File: src/rtl/four_lane_lcg_random_range_assert.svh
// Assertion macros shared by the RTL files of the four-lane random source.
`ifndef FOUR_LANE_LCG_RANDOM_RANGE_ASSERT_SVH
`define FOUR_LANE_LCG_RANDOM_RANGE_ASSERT_SVH
`ifndef SYNTHESIS
`define LCG4_ASSERT(label, clk, rst_n, prop, msg) \
    label: assert property (@(posedge clk) disable iff (!rst_n) prop) else $error(msg);
`define LCG4_ASSERT_NEVER(label, clk, rst_n, cond, msg) \
    label: assert property (@(posedge clk) disable iff (!rst_n) !(cond)) else $error(msg);
`else
`define LCG4_ASSERT(label, clk, rst_n, prop, msg)
`define LCG4_ASSERT_NEVER(label, clk, rst_n, cond, msg)
`endif
`endif

File: src/rtl/lcg4_pkg.sv
`default_nettype none

package lcg4_pkg;

    localparam int SEED_W      = 32;
    localparam int DRAW_W      = 15;
    localparam int BOUND_W     = 16;
    localparam int VALUE_W     = 16;
    localparam int LANES       = 4;
    localparam int LANE_IDX_W  = 2;
    localparam int POS_W       = 3;
    localparam int CNT_W       = $clog2(DRAW_W + 1);
    localparam int IN_TDATA_W  = 2 * BOUND_W;
    localparam int OUT_TDATA_W = VALUE_W;

    // Bits of the stepped lane value that form one draw.
    localparam int DRAW_LSB = 16;
    localparam int DRAW_MSB = DRAW_LSB + DRAW_W - 1;

    localparam logic [POS_W-1:0] POS_EMPTY = POS_W'(LANES);

    typedef struct packed {
        logic                  load;
        logic                  step;
        logic [LANE_IDX_W-1:0] step_idx;
        logic [LANE_IDX_W-1:0] rd_idx;
    } lane_ctrl_t;

    typedef struct packed {
        logic busy;
        logic done;
    } div_status_t;

    function automatic logic [SEED_W-1:0] lane_mult(input logic [LANE_IDX_W-1:0] idx);
        logic [SEED_W-1:0] m;
        unique case (idx)
            2'd0:    m = 32'd214013;
            2'd1:    m = 32'd17405;
            2'd2:    m = 32'd214013;
            default: m = 32'd69069;
        endcase
        return m;
    endfunction

    function automatic logic [SEED_W-1:0] lane_add(input logic [LANE_IDX_W-1:0] idx);
        logic [SEED_W-1:0] a;
        unique case (idx)
            2'd0:    a = 32'd2531011;
            2'd1:    a = 32'd10395331;
            2'd2:    a = 32'd13737667;
            default: a = 32'd1;
        endcase
        return a;
    endfunction

    // Even lanes start one above the seed, odd lanes at the seed itself.
    function automatic logic [SEED_W-1:0] lane_start(input logic [SEED_W-1:0] seed,
                                                     input logic              odd);
        return odd ? seed : seed + SEED_W'(1);
    endfunction

endpackage

`default_nettype wire

File: src/rtl/four_lane_lcg_random_range.sv
`default_nettype none

`include "four_lane_lcg_random_range_assert.svh"

// Channel   Direction  Payload
// s_axis    in         tdata = lower_bound, upper_bound; tuser = mode
// m_axis    out        tdata = value; tuser = span_error
// cfg       in         data = seed (reloads the four lanes)
//
// A request served from buffered draws passes through ST_FETCH and ST_FINISH
// before its result is registered. A request that finds the buffer empty first
// passes through ST_STEP, where the lanes step one at a time through a single
// shared 32x32 multiplier. A range reduction adds ST_DIV_WAIT: one start, then
// 15 one-bit steps of a restoring remainder unit, plus its done pulse.
// Reset sets the lanes to 1, 0, 1, 0 and marks the buffer empty; a result that is
// not taken holds the block in its final state until m_axis_tready is high.
module four_lane_lcg_random_range
(
    input  wire logic                               clk,
    input  wire logic                               rst_n,

    input  wire logic                               s_axis_tvalid,
    output logic                                    s_axis_tready,
    // [15:0] lower_bound, [31:16] upper_bound
    input  wire logic [lcg4_pkg::IN_TDATA_W-1:0]    s_axis_tdata,
    // [0] mode
    input  wire logic [0:0]                         s_axis_tuser,

    output logic                                    m_axis_tvalid,
    input  wire logic                               m_axis_tready,
    // [15:0] value
    output logic      [lcg4_pkg::OUT_TDATA_W-1:0]   m_axis_tdata,
    // [0] span_error
    output logic      [0:0]                         m_axis_tuser,

    input  wire logic                               cfg_valid,
    output logic                                    cfg_ready,
    input  wire logic [lcg4_pkg::SEED_W-1:0]        cfg_data
);

    typedef enum logic [2:0] {
        ST_IDLE,
        ST_STEP,
        ST_FETCH,
        ST_DIV_WAIT,
        ST_FINISH
    } state_t;

    state_t                                  state_reg, state_next;
    logic                                    mode_reg, mode_next;
    logic [lcg4_pkg::BOUND_W-1:0]            lower_reg, lower_next;
    logic [lcg4_pkg::BOUND_W-1:0]            upper_reg, upper_next;
    logic [lcg4_pkg::BOUND_W-1:0]            span_reg, span_next;
    logic [lcg4_pkg::LANE_IDX_W-1:0]         idx_reg, idx_next;
    logic [lcg4_pkg::POS_W-1:0]              pos_reg, pos_next;
    logic [lcg4_pkg::DRAW_W-1:0]             draw_reg, draw_next;
    logic [lcg4_pkg::VALUE_W-1:0]            res_value_reg, res_value_next;
    logic                                    res_err_reg, res_err_next;
    logic                                    div_start_reg, div_start_next;
    logic                                    out_valid_reg, out_valid_next;
    logic [lcg4_pkg::VALUE_W-1:0]            out_value_reg, out_value_next;
    logic                                    out_err_reg, out_err_next;

    lcg4_pkg::lane_ctrl_t                    lane_ctrl;
    lcg4_pkg::div_status_t                   div_status;
    logic [lcg4_pkg::DRAW_W-1:0]             lane_draw;
    logic [lcg4_pkg::BOUND_W-1:0]            div_rem;
    logic [lcg4_pkg::VALUE_W-1:0]            draw_ext;

    assign s_axis_tready = (state_reg == ST_IDLE);
    assign cfg_ready     = 1'b1;
    assign m_axis_tvalid = out_valid_reg;
    assign m_axis_tdata  = out_value_reg;
    assign m_axis_tuser  = out_err_reg;

    assign lane_ctrl.load     = cfg_valid;
    assign lane_ctrl.step     = (state_reg == ST_STEP);
    assign lane_ctrl.step_idx = idx_reg;
    assign lane_ctrl.rd_idx   = pos_reg[lcg4_pkg::LANE_IDX_W-1:0];

    assign draw_ext = {{(lcg4_pkg::VALUE_W - lcg4_pkg::DRAW_W){1'b0}}, lane_draw};

    lcg4_lanes u_lanes
    (
        .clk   (clk),
        .rst_n (rst_n),
        .ctrl  (lane_ctrl),
        .seed  (cfg_data),
        .draw  (lane_draw)
    );

    lcg4_div u_div
    (
        .clk       (clk),
        .rst_n     (rst_n),
        .start     (div_start_reg),
        .dividend  (draw_reg),
        .divisor   (span_reg),
        .status    (div_status),
        .remainder (div_rem)
    );

    always_comb
    begin
        state_next     = state_reg;
        mode_next      = mode_reg;
        lower_next     = lower_reg;
        upper_next     = upper_reg;
        span_next      = span_reg;
        idx_next       = idx_reg;
        pos_next       = pos_reg;
        draw_next      = draw_reg;
        res_value_next = res_value_reg;
        res_err_next   = res_err_reg;
        div_start_next = 1'b0;
        out_valid_next = out_valid_reg && !m_axis_tready;
        out_value_next = out_value_reg;
        out_err_next   = out_err_reg;

        unique case (state_reg)
            ST_IDLE:
            begin
                if (s_axis_tvalid)
                begin
                    mode_next  = s_axis_tuser[0];
                    lower_next = s_axis_tdata[lcg4_pkg::BOUND_W-1:0];
                    upper_next = s_axis_tdata[2*lcg4_pkg::BOUND_W-1:lcg4_pkg::BOUND_W];
                    idx_next   = '0;
                    state_next = (pos_reg == lcg4_pkg::POS_EMPTY) ? ST_STEP : ST_FETCH;
                end
            end
            ST_STEP:
            begin
                idx_next = idx_reg + lcg4_pkg::LANE_IDX_W'(1);
                if (idx_reg == lcg4_pkg::LANE_IDX_W'(lcg4_pkg::LANES - 1))
                begin
                    pos_next   = '0;
                    state_next = ST_FETCH;
                end
            end
            ST_FETCH:
            begin
                draw_next    = lane_draw;
                pos_next     = pos_reg + lcg4_pkg::POS_W'(1);
                span_next    = upper_reg - lower_reg;
                res_err_next = 1'b0;
                state_next   = ST_FINISH;
                if (!mode_reg)
                begin
                    res_value_next = draw_ext;
                end
                else if (upper_reg == lower_reg)
                begin
                    res_value_next = '0;
                    res_err_next   = 1'b1;
                end
                else if (upper_reg < lower_reg)
                begin
                    // An inverted range leaves the draw unreduced.
                    res_value_next = draw_ext + lower_reg;
                end
                else
                begin
                    div_start_next = 1'b1;
                    state_next     = ST_DIV_WAIT;
                end
            end
            ST_DIV_WAIT:
            begin
                if (div_status.done)
                begin
                    res_value_next = div_rem + lower_reg;
                    state_next     = ST_FINISH;
                end
            end
            ST_FINISH:
            begin
                if (!out_valid_reg || m_axis_tready)
                begin
                    out_valid_next = 1'b1;
                    out_value_next = res_value_reg;
                    out_err_next   = res_err_reg;
                    state_next     = ST_IDLE;
                end
            end
            default:
            begin
                state_next = ST_IDLE;
            end
        endcase
    end

    always_ff @(posedge clk or negedge rst_n)
    begin
        if (!rst_n)
        begin
            state_reg     <= ST_IDLE;
            idx_reg       <= '0;
            pos_reg       <= lcg4_pkg::POS_EMPTY;
            div_start_reg <= 1'b0;
            out_valid_reg <= 1'b0;
        end
        else
        begin
            state_reg     <= state_next;
            idx_reg       <= idx_next;
            pos_reg       <= pos_next;
            div_start_reg <= div_start_next;
            out_valid_reg <= out_valid_next;
        end
    end

    always_ff @(posedge clk)
    begin
        mode_reg      <= mode_next;
        lower_reg     <= lower_next;
        upper_reg     <= upper_next;
        span_reg      <= span_next;
        draw_reg      <= draw_next;
        res_value_reg <= res_value_next;
        res_err_reg   <= res_err_next;
        out_value_reg <= out_value_next;
        out_err_reg   <= out_err_next;
    end

    `LCG4_ASSERT(a_pos_range, clk, rst_n, pos_reg <= lcg4_pkg::POS_EMPTY, "draw position beyond buffer")
    `LCG4_ASSERT(a_one_item, clk, rst_n, (s_axis_tvalid && s_axis_tready) |=> !s_axis_tready, "second item taken while busy")
    `LCG4_ASSERT(a_err_zero, clk, rst_n, (m_axis_tvalid && m_axis_tuser[0]) |-> m_axis_tdata == '0, "span error with nonzero value")
    `LCG4_ASSERT_NEVER(a_div_idle_start, clk, rst_n, div_start_reg && div_status.busy, "divider started while busy")

endmodule

`default_nettype wire

File: src/rtl/lcg4_lanes.sv
`default_nettype none

module lcg4_lanes
(
    input  wire logic                            clk,
    input  wire logic                            rst_n,
    input  wire lcg4_pkg::lane_ctrl_t            ctrl,
    input  wire logic [lcg4_pkg::SEED_W-1:0]     seed,
    output logic      [lcg4_pkg::DRAW_W-1:0]     draw
);

    logic [lcg4_pkg::SEED_W-1:0]   lane_reg [lcg4_pkg::LANES];
    logic [lcg4_pkg::DRAW_W-1:0]   buf_reg  [lcg4_pkg::LANES];
    logic [lcg4_pkg::SEED_W-1:0]   lane_cur;
    logic [lcg4_pkg::SEED_W-1:0]   lane_next;

    // One shared multiplier steps the selected lane.
    assign lane_cur  = lane_reg[ctrl.step_idx];
    assign lane_next = lane_cur * lcg4_pkg::lane_mult(ctrl.step_idx)
                     + lcg4_pkg::lane_add(ctrl.step_idx);

    always_ff @(posedge clk or negedge rst_n)
    begin
        if (!rst_n)
        begin
            for (int i = 0; i < lcg4_pkg::LANES; i++)
            begin
                lane_reg[i] <= lcg4_pkg::lane_start('0, i[0]);
            end
        end
        else if (ctrl.load)
        begin
            for (int i = 0; i < lcg4_pkg::LANES; i++)
            begin
                lane_reg[i] <= lcg4_pkg::lane_start(seed, i[0]);
            end
        end
        else if (ctrl.step)
        begin
            lane_reg[ctrl.step_idx] <= lane_next;
        end
    end

    // The draw buffer is only read after a refill has written it.
    always_ff @(posedge clk)
    begin
        if (ctrl.step && !ctrl.load)
        begin
            buf_reg[ctrl.step_idx] <= lane_next[lcg4_pkg::DRAW_MSB:lcg4_pkg::DRAW_LSB];
        end
    end

    assign draw = buf_reg[ctrl.rd_idx];

endmodule

`default_nettype wire

File: src/rtl/lcg4_div.sv
`default_nettype none

`include "four_lane_lcg_random_range_assert.svh"

module lcg4_div
(
    input  wire logic                           clk,
    input  wire logic                           rst_n,
    input  wire logic                           start,
    input  wire logic [lcg4_pkg::DRAW_W-1:0]    dividend,
    input  wire logic [lcg4_pkg::BOUND_W-1:0]   divisor,
    output lcg4_pkg::div_status_t               status,
    output logic      [lcg4_pkg::BOUND_W-1:0]   remainder
);

    logic                          busy_reg, busy_next;
    logic                          done_reg, done_next;
    logic [lcg4_pkg::CNT_W-1:0]    cnt_reg, cnt_next;
    logic [lcg4_pkg::BOUND_W-1:0]  rem_reg, rem_next;
    logic [lcg4_pkg::DRAW_W-1:0]   dvd_reg, dvd_next;
    logic [lcg4_pkg::BOUND_W-1:0]  divisor_reg, divisor_next;
    logic [lcg4_pkg::BOUND_W:0]    trial;
    logic [lcg4_pkg::BOUND_W:0]    diff;

    // Restoring step: bring down the next dividend bit, subtract if it fits.
    assign trial = {rem_reg, dvd_reg[lcg4_pkg::DRAW_W-1]};
    assign diff  = trial - {1'b0, divisor_reg};

    always_comb
    begin
        busy_next    = busy_reg;
        done_next    = 1'b0;
        cnt_next     = cnt_reg;
        rem_next     = rem_reg;
        dvd_next     = dvd_reg;
        divisor_next = divisor_reg;
        if (start)
        begin
            busy_next    = 1'b1;
            cnt_next     = lcg4_pkg::CNT_W'(lcg4_pkg::DRAW_W);
            rem_next     = '0;
            dvd_next     = dividend;
            divisor_next = divisor;
        end
        else if (busy_reg)
        begin
            rem_next = (trial >= {1'b0, divisor_reg}) ? diff[lcg4_pkg::BOUND_W-1:0]
                                                      : trial[lcg4_pkg::BOUND_W-1:0];
            dvd_next = {dvd_reg[lcg4_pkg::DRAW_W-2:0], 1'b0};
            cnt_next = cnt_reg - lcg4_pkg::CNT_W'(1);
            if (cnt_reg == lcg4_pkg::CNT_W'(1))
            begin
                busy_next = 1'b0;
                done_next = 1'b1;
            end
        end
    end

    always_ff @(posedge clk or negedge rst_n)
    begin
        if (!rst_n)
        begin
            busy_reg <= 1'b0;
            done_reg <= 1'b0;
            cnt_reg  <= '0;
        end
        else
        begin
            busy_reg <= busy_next;
            done_reg <= done_next;
            cnt_reg  <= cnt_next;
        end
    end

    always_ff @(posedge clk)
    begin
        rem_reg     <= rem_next;
        dvd_reg     <= dvd_next;
        divisor_reg <= divisor_next;
    end

    assign status.busy = busy_reg;
    assign status.done = done_reg;
    assign remainder   = rem_reg;

    `LCG4_ASSERT(a_rem_below_divisor, clk, rst_n, done_reg |-> rem_reg < divisor_reg, "remainder not below divisor")
    `LCG4_ASSERT(a_busy_count, clk, rst_n, busy_reg |-> cnt_reg != '0, "busy with an exhausted bit count")
    `LCG4_ASSERT(a_done_pulse, clk, rst_n, done_reg |=> !done_reg, "done held longer than one cycle")

endmodule

`default_nettype wire
File: config.mk
export PLATFORM = sky130hd
export DESIGN_NAME = four_lane_lcg_random_range
export DESIGN_NICKNAME = d
export VERILOG_FILES = /design/src/rtl/lcg4_pkg.sv /design/src/rtl/four_lane_lcg_random_range.sv /design/src/rtl/lcg4_lanes.sv /design/src/rtl/lcg4_div.sv
export VERILOG_INCLUDE_DIRS = /design/src /design/src/rtl
export SDC_FILE = /design/constraint.sdc
export NUM_CORES = 1
export LEC_CHECK = 0
export BUFFER_PORTS_ARGS = -buffer_cell sky130_fd_sc_hd__buf_4
export CELL_PAD_IN_SITES_DETAIL_PLACEMENT = 1
export CELL_PAD_IN_SITES_GLOBAL_PLACEMENT = 1
export CORE_MARGIN = 2
export CORE_UTILIZATION = 45
export CTS_CLUSTER_DIAMETER = 80
export DETAILED_ROUTE_END_ITERATION = 10
export GPL_ROUTABILITY_DRIVEN = 0
export GPL_TIMING_DRIVEN = 0
export PLACE_DENSITY_LB_ADDON = 0.15
export SLEW_MARGIN = 20
export SYNTH_ARGS = -nofsm -noshare
export SYNTH_HDL_FRONTEND = slang
export SYNTH_SLANG_ARGS = --single-unit
File: constraint.sdc
create_clock -name clk -period 19.5 [get_ports clk]
set_input_delay 0.975 -clock clk [delete_from_list [all_inputs] [get_ports clk]]
set_output_delay 0.975 -clock clk [all_outputs]
set_load 0.03 [all_outputs]
==> results of run 1 <==
final cells by class:
| class | instances | area [um2] | share of cell area, % |
|---|---|---|---|
| Multi-Input combinational cell | 1758 | 16100 | 52.4 |
| Sequential cell | 345 | 9500 | 31.0 |
| Inverter | 433 | 1630 | 5.30 |
| Clock buffer | 52 | 1110 | 3.61 |
| Tap cell | 782 | 978 | 3.19 |
| Timing Repair Buffer | 91 | 756 | 2.46 |
| Buffer | 97 | 407 | 1.33 |
| Clock inverter | 20 | 231 | 0.754 |
final timing paths:
| check | slack [ps] | to | depth (start not counted) | start |
|---|---|---|---|---|
| setup reg to reg | 8990 | u_lanes.buf_reg[3][14]$_DFFE_PP_ | 27 | idx_reg[1]$_DFFE_PN0P_ |
| hold / removal | 360 | u_div.busy_reg$_DFF_PN0_ | 1 | rst_n |
| max in group asynchronous | 18280 | u_lanes.lane_reg[32]$_DFFE_PN1P_ | 2 | rst_n |
| min in group clk | 420 | u_div.divisor_reg[4]$_DFFE_PP_ | 0 | span_reg[4]$_DFFE_PP_ |
| hold reg to reg | 420 | u_div.divisor_reg[4]$_DFFE_PP_ | 0 | span_reg[4]$_DFFE_PP_ |
| setup / recovery | 8990 | u_lanes.buf_reg[3][14]$_DFFE_PP_ | 27 | idx_reg[1]$_DFFE_PN0P_ |
worst reg2reg max path, cell delays in order, from the launching register on:
cell and delay [ps]:
dfrtp_1 390, clkbuf_1 520, buf_4 400, clkbuf_1 550
buf_1 870, mux4_2 560, inv_1 370, nor2_1 150
inv_1 230, fa_1 510, fa_1 490, fa_1 540
fa_1 570, inv_1 50, fa_1 480, inv_1 50
fa_1 490, inv_1 50, ha_1 260, clkbuf_1 180
a2111o_1 390, a21oi_1 120, a31oi_1 200, a311o_1 460
nand3_1 120, a21oi_1 100, xnor2_1 850, inv_1 230
cells in the mapped netlist (all sizes together) (4+ instances only):
master / number
o21bai: 15
and2: 18
ha: 226
o21ai: 87
edfxtp: 189
nor3: 36
nand3: 33
nor4: 9
nor2b: 13
xnor2: 97
mux2: 21
xor2: 41
a31o: 4
or4: 6
a211oi: 24
or2: 6
nor2: 202
a21oi: 143
nand2b: 16
o41ai: 4
o21a: 21
a221oi: 11
and3: 19
a21boi: 11
fa: 239
a311oi: 4
a221o: 6
a21o: 42
mux4: 44
inv: 432
nand2: 200
or3: 12
a31oi: 39
o211a: 4
dfrtp: 137
o211ai: 9
dfxtp: 16
a22oi: 5
clkbuf: 78
mux2i: 24
buf: 19
nand4: 16
o31ai: 11
cells by family after synthesis:
logic type,after synthesis,synth area share (%)
adders and majority gates,465,27.6
buffers and inverters,530,7.37
DFF,345,34.4
muxes,89,5.36
AOI/OAI and AO/OA,464,10.9
xor gates and xnor gates,138,4.41
other,1,0.0136
and+or+nand+nor,601,9.87
cells in the final DEF (no fill, tap or decap), types with 33 or more instances in the layout:
master | netlist | final
a21o_1 | 41 | 41
a21oi_1 | 142 | 142
a31oi_1 | 39 | 39
buf_4 | 2 | 86
clkbuf_1 | 78 | 85
clkbuf_16 | 0 | 41
dfrtp_1 | 137 | 137
edfxtp_1 | 189 | 189
fa_1 | 239 | 239
ha_1 | 226 | 226
inv_1 | 432 | 430
mux4_2 | 41 | 41
nand2_1 | 200 | 200
nand3_1 | 33 | 33
nor2_1 | 202 | 199
nor3_1 | 36 | 36
o21ai_0 | 83 | 83
xnor2_1 | 96 | 95
xor2_1 | 41 | 41
routing by layer:
metal	share of wire (%)	vias to the layer above	GRT usage, %
met2	50	549	49.4
met3	4.7	209	3.98
met5	0	-	0
met4	5.9	0	15.3
li1	-	9160	-
met1	39	10400	33.6
metrics by stage:
step                utilization [%]  cell area, um2
floorplan                         -           27600
finish                         50.7           30700
detailed placement             48.5           29300
global placement               48.3           29200
CTS                            50.7           30700
global route                   50.7           30700
==> impl_metrics.py, run 1 <==
metrics = {
    "clock_network": {
        "clockRootBuffer": "clkbuf_16",
        "cts_made_buffers": 40,
        "cts_sinks": 345,
        "cts_resized": 0,
        "worst_skew_pair.late_latency_ps": 560,
        "clock_tree_buffer_depth": 3,
        "clk_pin_slew_worst_paths_ps": 60,
        "h-tree-depth": 2,
        "clock_tree_from_tritoncts": "done",
        "postCtsHoldBufs": 0,
        "post_cts_setup_buffer_count": 0,
    },
    "setup_path": {
        "cpLargestDelayFamily": "buffers and inverters",
        "cp_slowest_cell": "buf_1",
        "critPathLaunchType": "register",
        "cp.buffers_inverters": 11,
        "criticalPathCategory": "register to register",
        "slowest_delay_ps": 870,
        "cp-end-kind": "register",
        "critical_path_peak_fanout": 10,
        "required_ps": 19720,
        "critical_path_arrival_ps": 10740,
    },
    "timing": {
        "worst_slack_ps": 8990,
        "timing.clock.skew_ps": 24.5,
        "setup_total_negative_slack_ps": 0,
        "final-setup-viol-count": 0,
        "report.final.hold_viol_count": 0,
        "worst_slew_margin_rel_pct": 27.8,
        "layout_worst_path_cycle_share_pct": 53.9,
        "worst-slew-pin-transition_ps": 1080,
        "grt_setup_unrepaired": "false",
        "finalCriticalPeriod_ps": 10510,
        "finalMaxSlewViolations": 0,
        "final.hold.worst_slack_ps": 362,
        "fmax_mhz": 95.1,
    },
    "logic_synthesis": {
        "syn-num-nets": 3168,
        "yosys.cell_types.count": 90,
        "count_of_flip_flops_with_a_built_in_enable_after_synthesis": 189,
        "postSynthAreaPerCell_um2": 10.5,
        "netlist_area_pre_place_um2": 27600,
        "synth_sequential_area_ratio_pct": 34.4,
        "synth.yosys.warnings": 0,
        "netlist_top_cells_area": "edfxtp_1 21%, fa_1 17%, dfrtp_1 12%",
        "synthDominantAreaCellType": "edfxtp_1",
        "netlist_instances": 2633,
        "postSynthRegisterBits": 345,
        "ys_async_sr_fraction_pct": 40.6,
        "flip_flop_cell_with_the_highest_count_after_synthesis": "edfxtp_1",
        "synth.top_cell.area_share_pct": 20.6,
    },
    "global_route": {
        "globalRouteTotalUtil_pct": 28.2,
        "grt_antenna_before_repair": 1,
        "grt_max_degree": 74,
        "globalRoute.totalOverflow": 0,
        "global_route_wire_length_before_repair_um": 134000,
        "number_of_global_route_vias_before_repair": 22900,
    },
    "floorplanning": {
        "die_area_um2": 63300,
        "die_h_um": 252,
        "core_area_um2": 60500,
        "floorplan.initialDensity_pct": 45.6,
        "placement_rows": 90,
        "dieWidth_um": 252,
        "io-pin-count": 90,
    },
    "route": {
        "routed_wl_um": 87300,
        "avgRoutedWirePerCell_um": 24.4,
        "antenna_left": 0,
        "drc_violations_left": 0,
        "dr_iter_0_viols": 1268,
        "num_vias": 20300,
        "first_pass_iters": 5,
        "routed_via_density": 5.68,
    },
    "placed_design": {
        "buffer_ports.inserted": 85,
        "pre_cts_ws_ps": 9150,
        "dp_hpwl_um": 69000,
        "post-place-cells": 3506,
    },
    "layout": {
        "nets": 3301,
        "max_reg_flops": 124,
        "fin_cells": 3578,
        "share_of_post_route_cells_with_drive_strength_above_1_pct": 9.23,
        "antenna-diode-count": 0,
        "area.growth.synth_to_final_pct": 11.2,
        "fillCellCount": 6658,
    },
    "run": {
        "drv_cap": 0,
    },
    "worst_hold_path": {
        "hp-class": "primary input to asynchronous set/reset pin",
    },
    "run_status": {
        "status": "finished, final reports clean",
    },
}
Power of run 1 is not shown: default switching activity piles up to over one toggle a cycle in this logic, so the estimate is an artifact.
==> run 2, diff against run 1 <==
- clock period: 19.5 -> 10 ns (I/O delays scaled with it)
==> run 2 against run 1 <==
  * Maximum frequency grew 11%
  * Sequential share of layout area shrank 0.055 points
  * Register-to-register slack lost 8500 ps
  * Via count is essentially flat
  * Die area is the same
  * Final area grew 0.18%
  * Utilization grew 0.091 points
  * Critical path depth grew 2
  * Clock skew grew 0.91 ps
==> impl_metrics.py, run 2 (synthesis gave the netlist of run 1 again) <==
metrics = {
    "run_status": {
        "status": "finished, final reports clean",
    },
    "global_route": {
        "globalRouteTotalUtil_pct": 28.2,
        "grt_max_degree": 74,
        "grt_antenna_before_repair": 1,
        "number_of_global_route_vias_before_repair": 22900,
        "global_route_wire_length_before_repair_um": 134000,
        "globalRoute.totalOverflow": 0,
    },
    "clock_network": {
        "clockRootBuffer": "clkbuf_16",
        "clk_pin_slew_worst_paths_ps": 60,
        "clock_tree_from_tritoncts": "done",
        "worst_skew_pair.late_latency_ps": 560,
        "cts_made_buffers": 40,
        "post_cts_setup_buffer_count": 0,
        "cts_sinks": 345,
        "clock_tree_buffer_depth": 3,
        "h-tree-depth": 2,
    },
    "layout": {
        "nets": 3301,
        "mostFrequentLayoutCell": "inv_1",
        "fillCellCount": 6649,
        "multiInputGateArea_um2": 16100,
        "area.growth.synth_to_final_pct": 11.4,
        "max_reg_flops": 124,
        "sequential_cell_area_um2": 9500,
        "share_of_post_route_cells_with_drive_strength_above_1_pct": 9.41,
        "mostFrequentLayoutCells": "430 x inv_1, 239 x fa_1, 226 x ha_1",
        "antenna-diode-count": 0,
    },
    "route": {
        "routed_via_density": 5.67,
        "avgRoutedWirePerCell_um": 24.4,
        "first_pass_iters": 5,
        "num_vias": 20300,
        "drc_violations_left": 0,
        "routed_wl_um": 87300,
        "antenna_left": 0,
        "dr_iter_0_viols": 1277,
    },
    "timing": {
        "finalMaxSlewViolations": 0,
        "layout_worst_path_cycle_share_pct": 94.7,
        "grt_setup_unrepaired": "false",
        "fmax_mhz": 106,
        "report.final.hold_viol_count": 0,
        "final.hold.worst_slack_ps": 120,
        "setup_total_negative_slack_ps": 0,
        "worst-slew-pin-transition_ps": 1130,
        "final-setup-viol-count": 0,
        "finalCriticalPeriod_ps": 9470,
        "worst_slew_margin_rel_pct": 23.9,
        "timing.clock.skew_ps": 25.4,
    },
    "floorplanning": {
        "floorplan.initialDensity_pct": 45.6,
        "die_h_um": 252,
        "core_area_um2": 60500,
        "die_area_um2": 63300,
        "io-pin-count": 90,
        "dieWidth_um": 252,
        "placement_rows": 90,
    },
    "setup_path": {
        "cell_mode_on_critical_path": "inv_1",
        "slowest_delay_ps": 740,
        "critPathLaunchType": "register",
        "required_ps": 10480,
        "cp_slowest_cell": "o21ai_1",
        "criticalPathCategory": "register to register",
        "cp-end-kind": "register",
        "critical_path_peak_fanout": 10,
        "critical_path_arrival_ps": 9950,
    },
    "worst_hold_path": {
        "hp-class": "primary input to register",
    },
    "placed_design": {
        "dp_hpwl_um": 69000,
        "buffer_ports.inserted": 85,
    },
    "run": {
        "drv_cap": 0,
    },
}
==> run 2: changes by cell type in the layout (fill, tap and decap cells not counted) <==
cell             before  now
xnor2_1              95   91
xnor2_2               2    5
buf_1                 7    6
clkbuf_1             85   84
clkdlybuf4s15_2       0    1
dlygate4sd3_1         0    1
xnor2_4               0    1
==> run 2: worst paths after layout <==
| check | slack (ps) | cells past startpoint | start | to |
|---|---|---|---|---|
| setup reg to reg | 530 | 29 | idx_reg[0]$_DFFE_PN0P_ | u_lanes.lane_reg[61]$_DFFE_PN0P_ |
| hold reg to reg | 420 | 0 | span_reg[4]$_DFFE_PP_ | u_div.divisor_reg[4]$_DFFE_PP_ |
| max in group asynchronous | 8600 | 3 | rst_n | u_lanes.lane_reg[32]$_DFFE_PN1P_ |
| hold / removal | 120 | 1 | s_axis_tdata[15] | lower_reg[15]$_DFFE_PP_ |
| setup / recovery | 530 | 29 | idx_reg[0]$_DFFE_PN0P_ | u_lanes.lane_reg[61]$_DFFE_PN0P_ |
| min in group asynchronous | 550 | 2 | rst_n | u_div.busy_reg$_DFF_PN0_ |
==> run 2: final cells by class <==
type	count	area share [%]
Clock buffer	52	3.60
Buffer	96	1.34
Clock inverter	20	0.753
Sequential cell	345	30.9
Timing Repair Buffer	92	2.49
Inverter	433	5.29
Tap cell	782	3.18
Multi-Input combinational cell	1758	52.4
==> run 2: per-stage QoR <==
step           instances  utilization, %  area (um2)  setup WS (ps)
5_1_grt             3578            50.8       30700            103
3_5_place_dp        3506            48.5       29300           -350
3_3_place_gp        3500            48.3       29200           -212
2_1_floorplan       2633               -       27600           2350
4_1_cts             3579            50.8       30700            191
6_report            3578            50.8       30700            526
==> run 2: worst max-delay path, delay by kind of cell, from the launching register on <==
family                   cells  cell delay (ps)
buffers and inverters       10             2000
multiplexers                 1              400
AO/OA/AOI/OAI                9             2960
flip-flops                   1              440
adder cells (fa/ha/maj)      7             2820
XOR/XNOR                     1              500
AND/OR/NAND/NOR              1              230
==> run 2: repair_timing <==
item | CTS | global route
endpoints found under the hold margin | 71 | 0
gates resized for setup | 6 | 2
endpoints found under the setup margin | 44 | 66
hold buffers | 1 | 0
==> run 2: routing by layer <==
layer	part of all wire [%]	track usage [%]	up-vias	routed length, um
met5	0	0	-	0
met4	5.8	15.2	0	5100
met3	4.4	4.03	205	3850
met2	50	49.6	529	43900
met1	39	33.5	10400	34400
li1	-	-	9163	-
Power of run 2 is left out for the same reason.
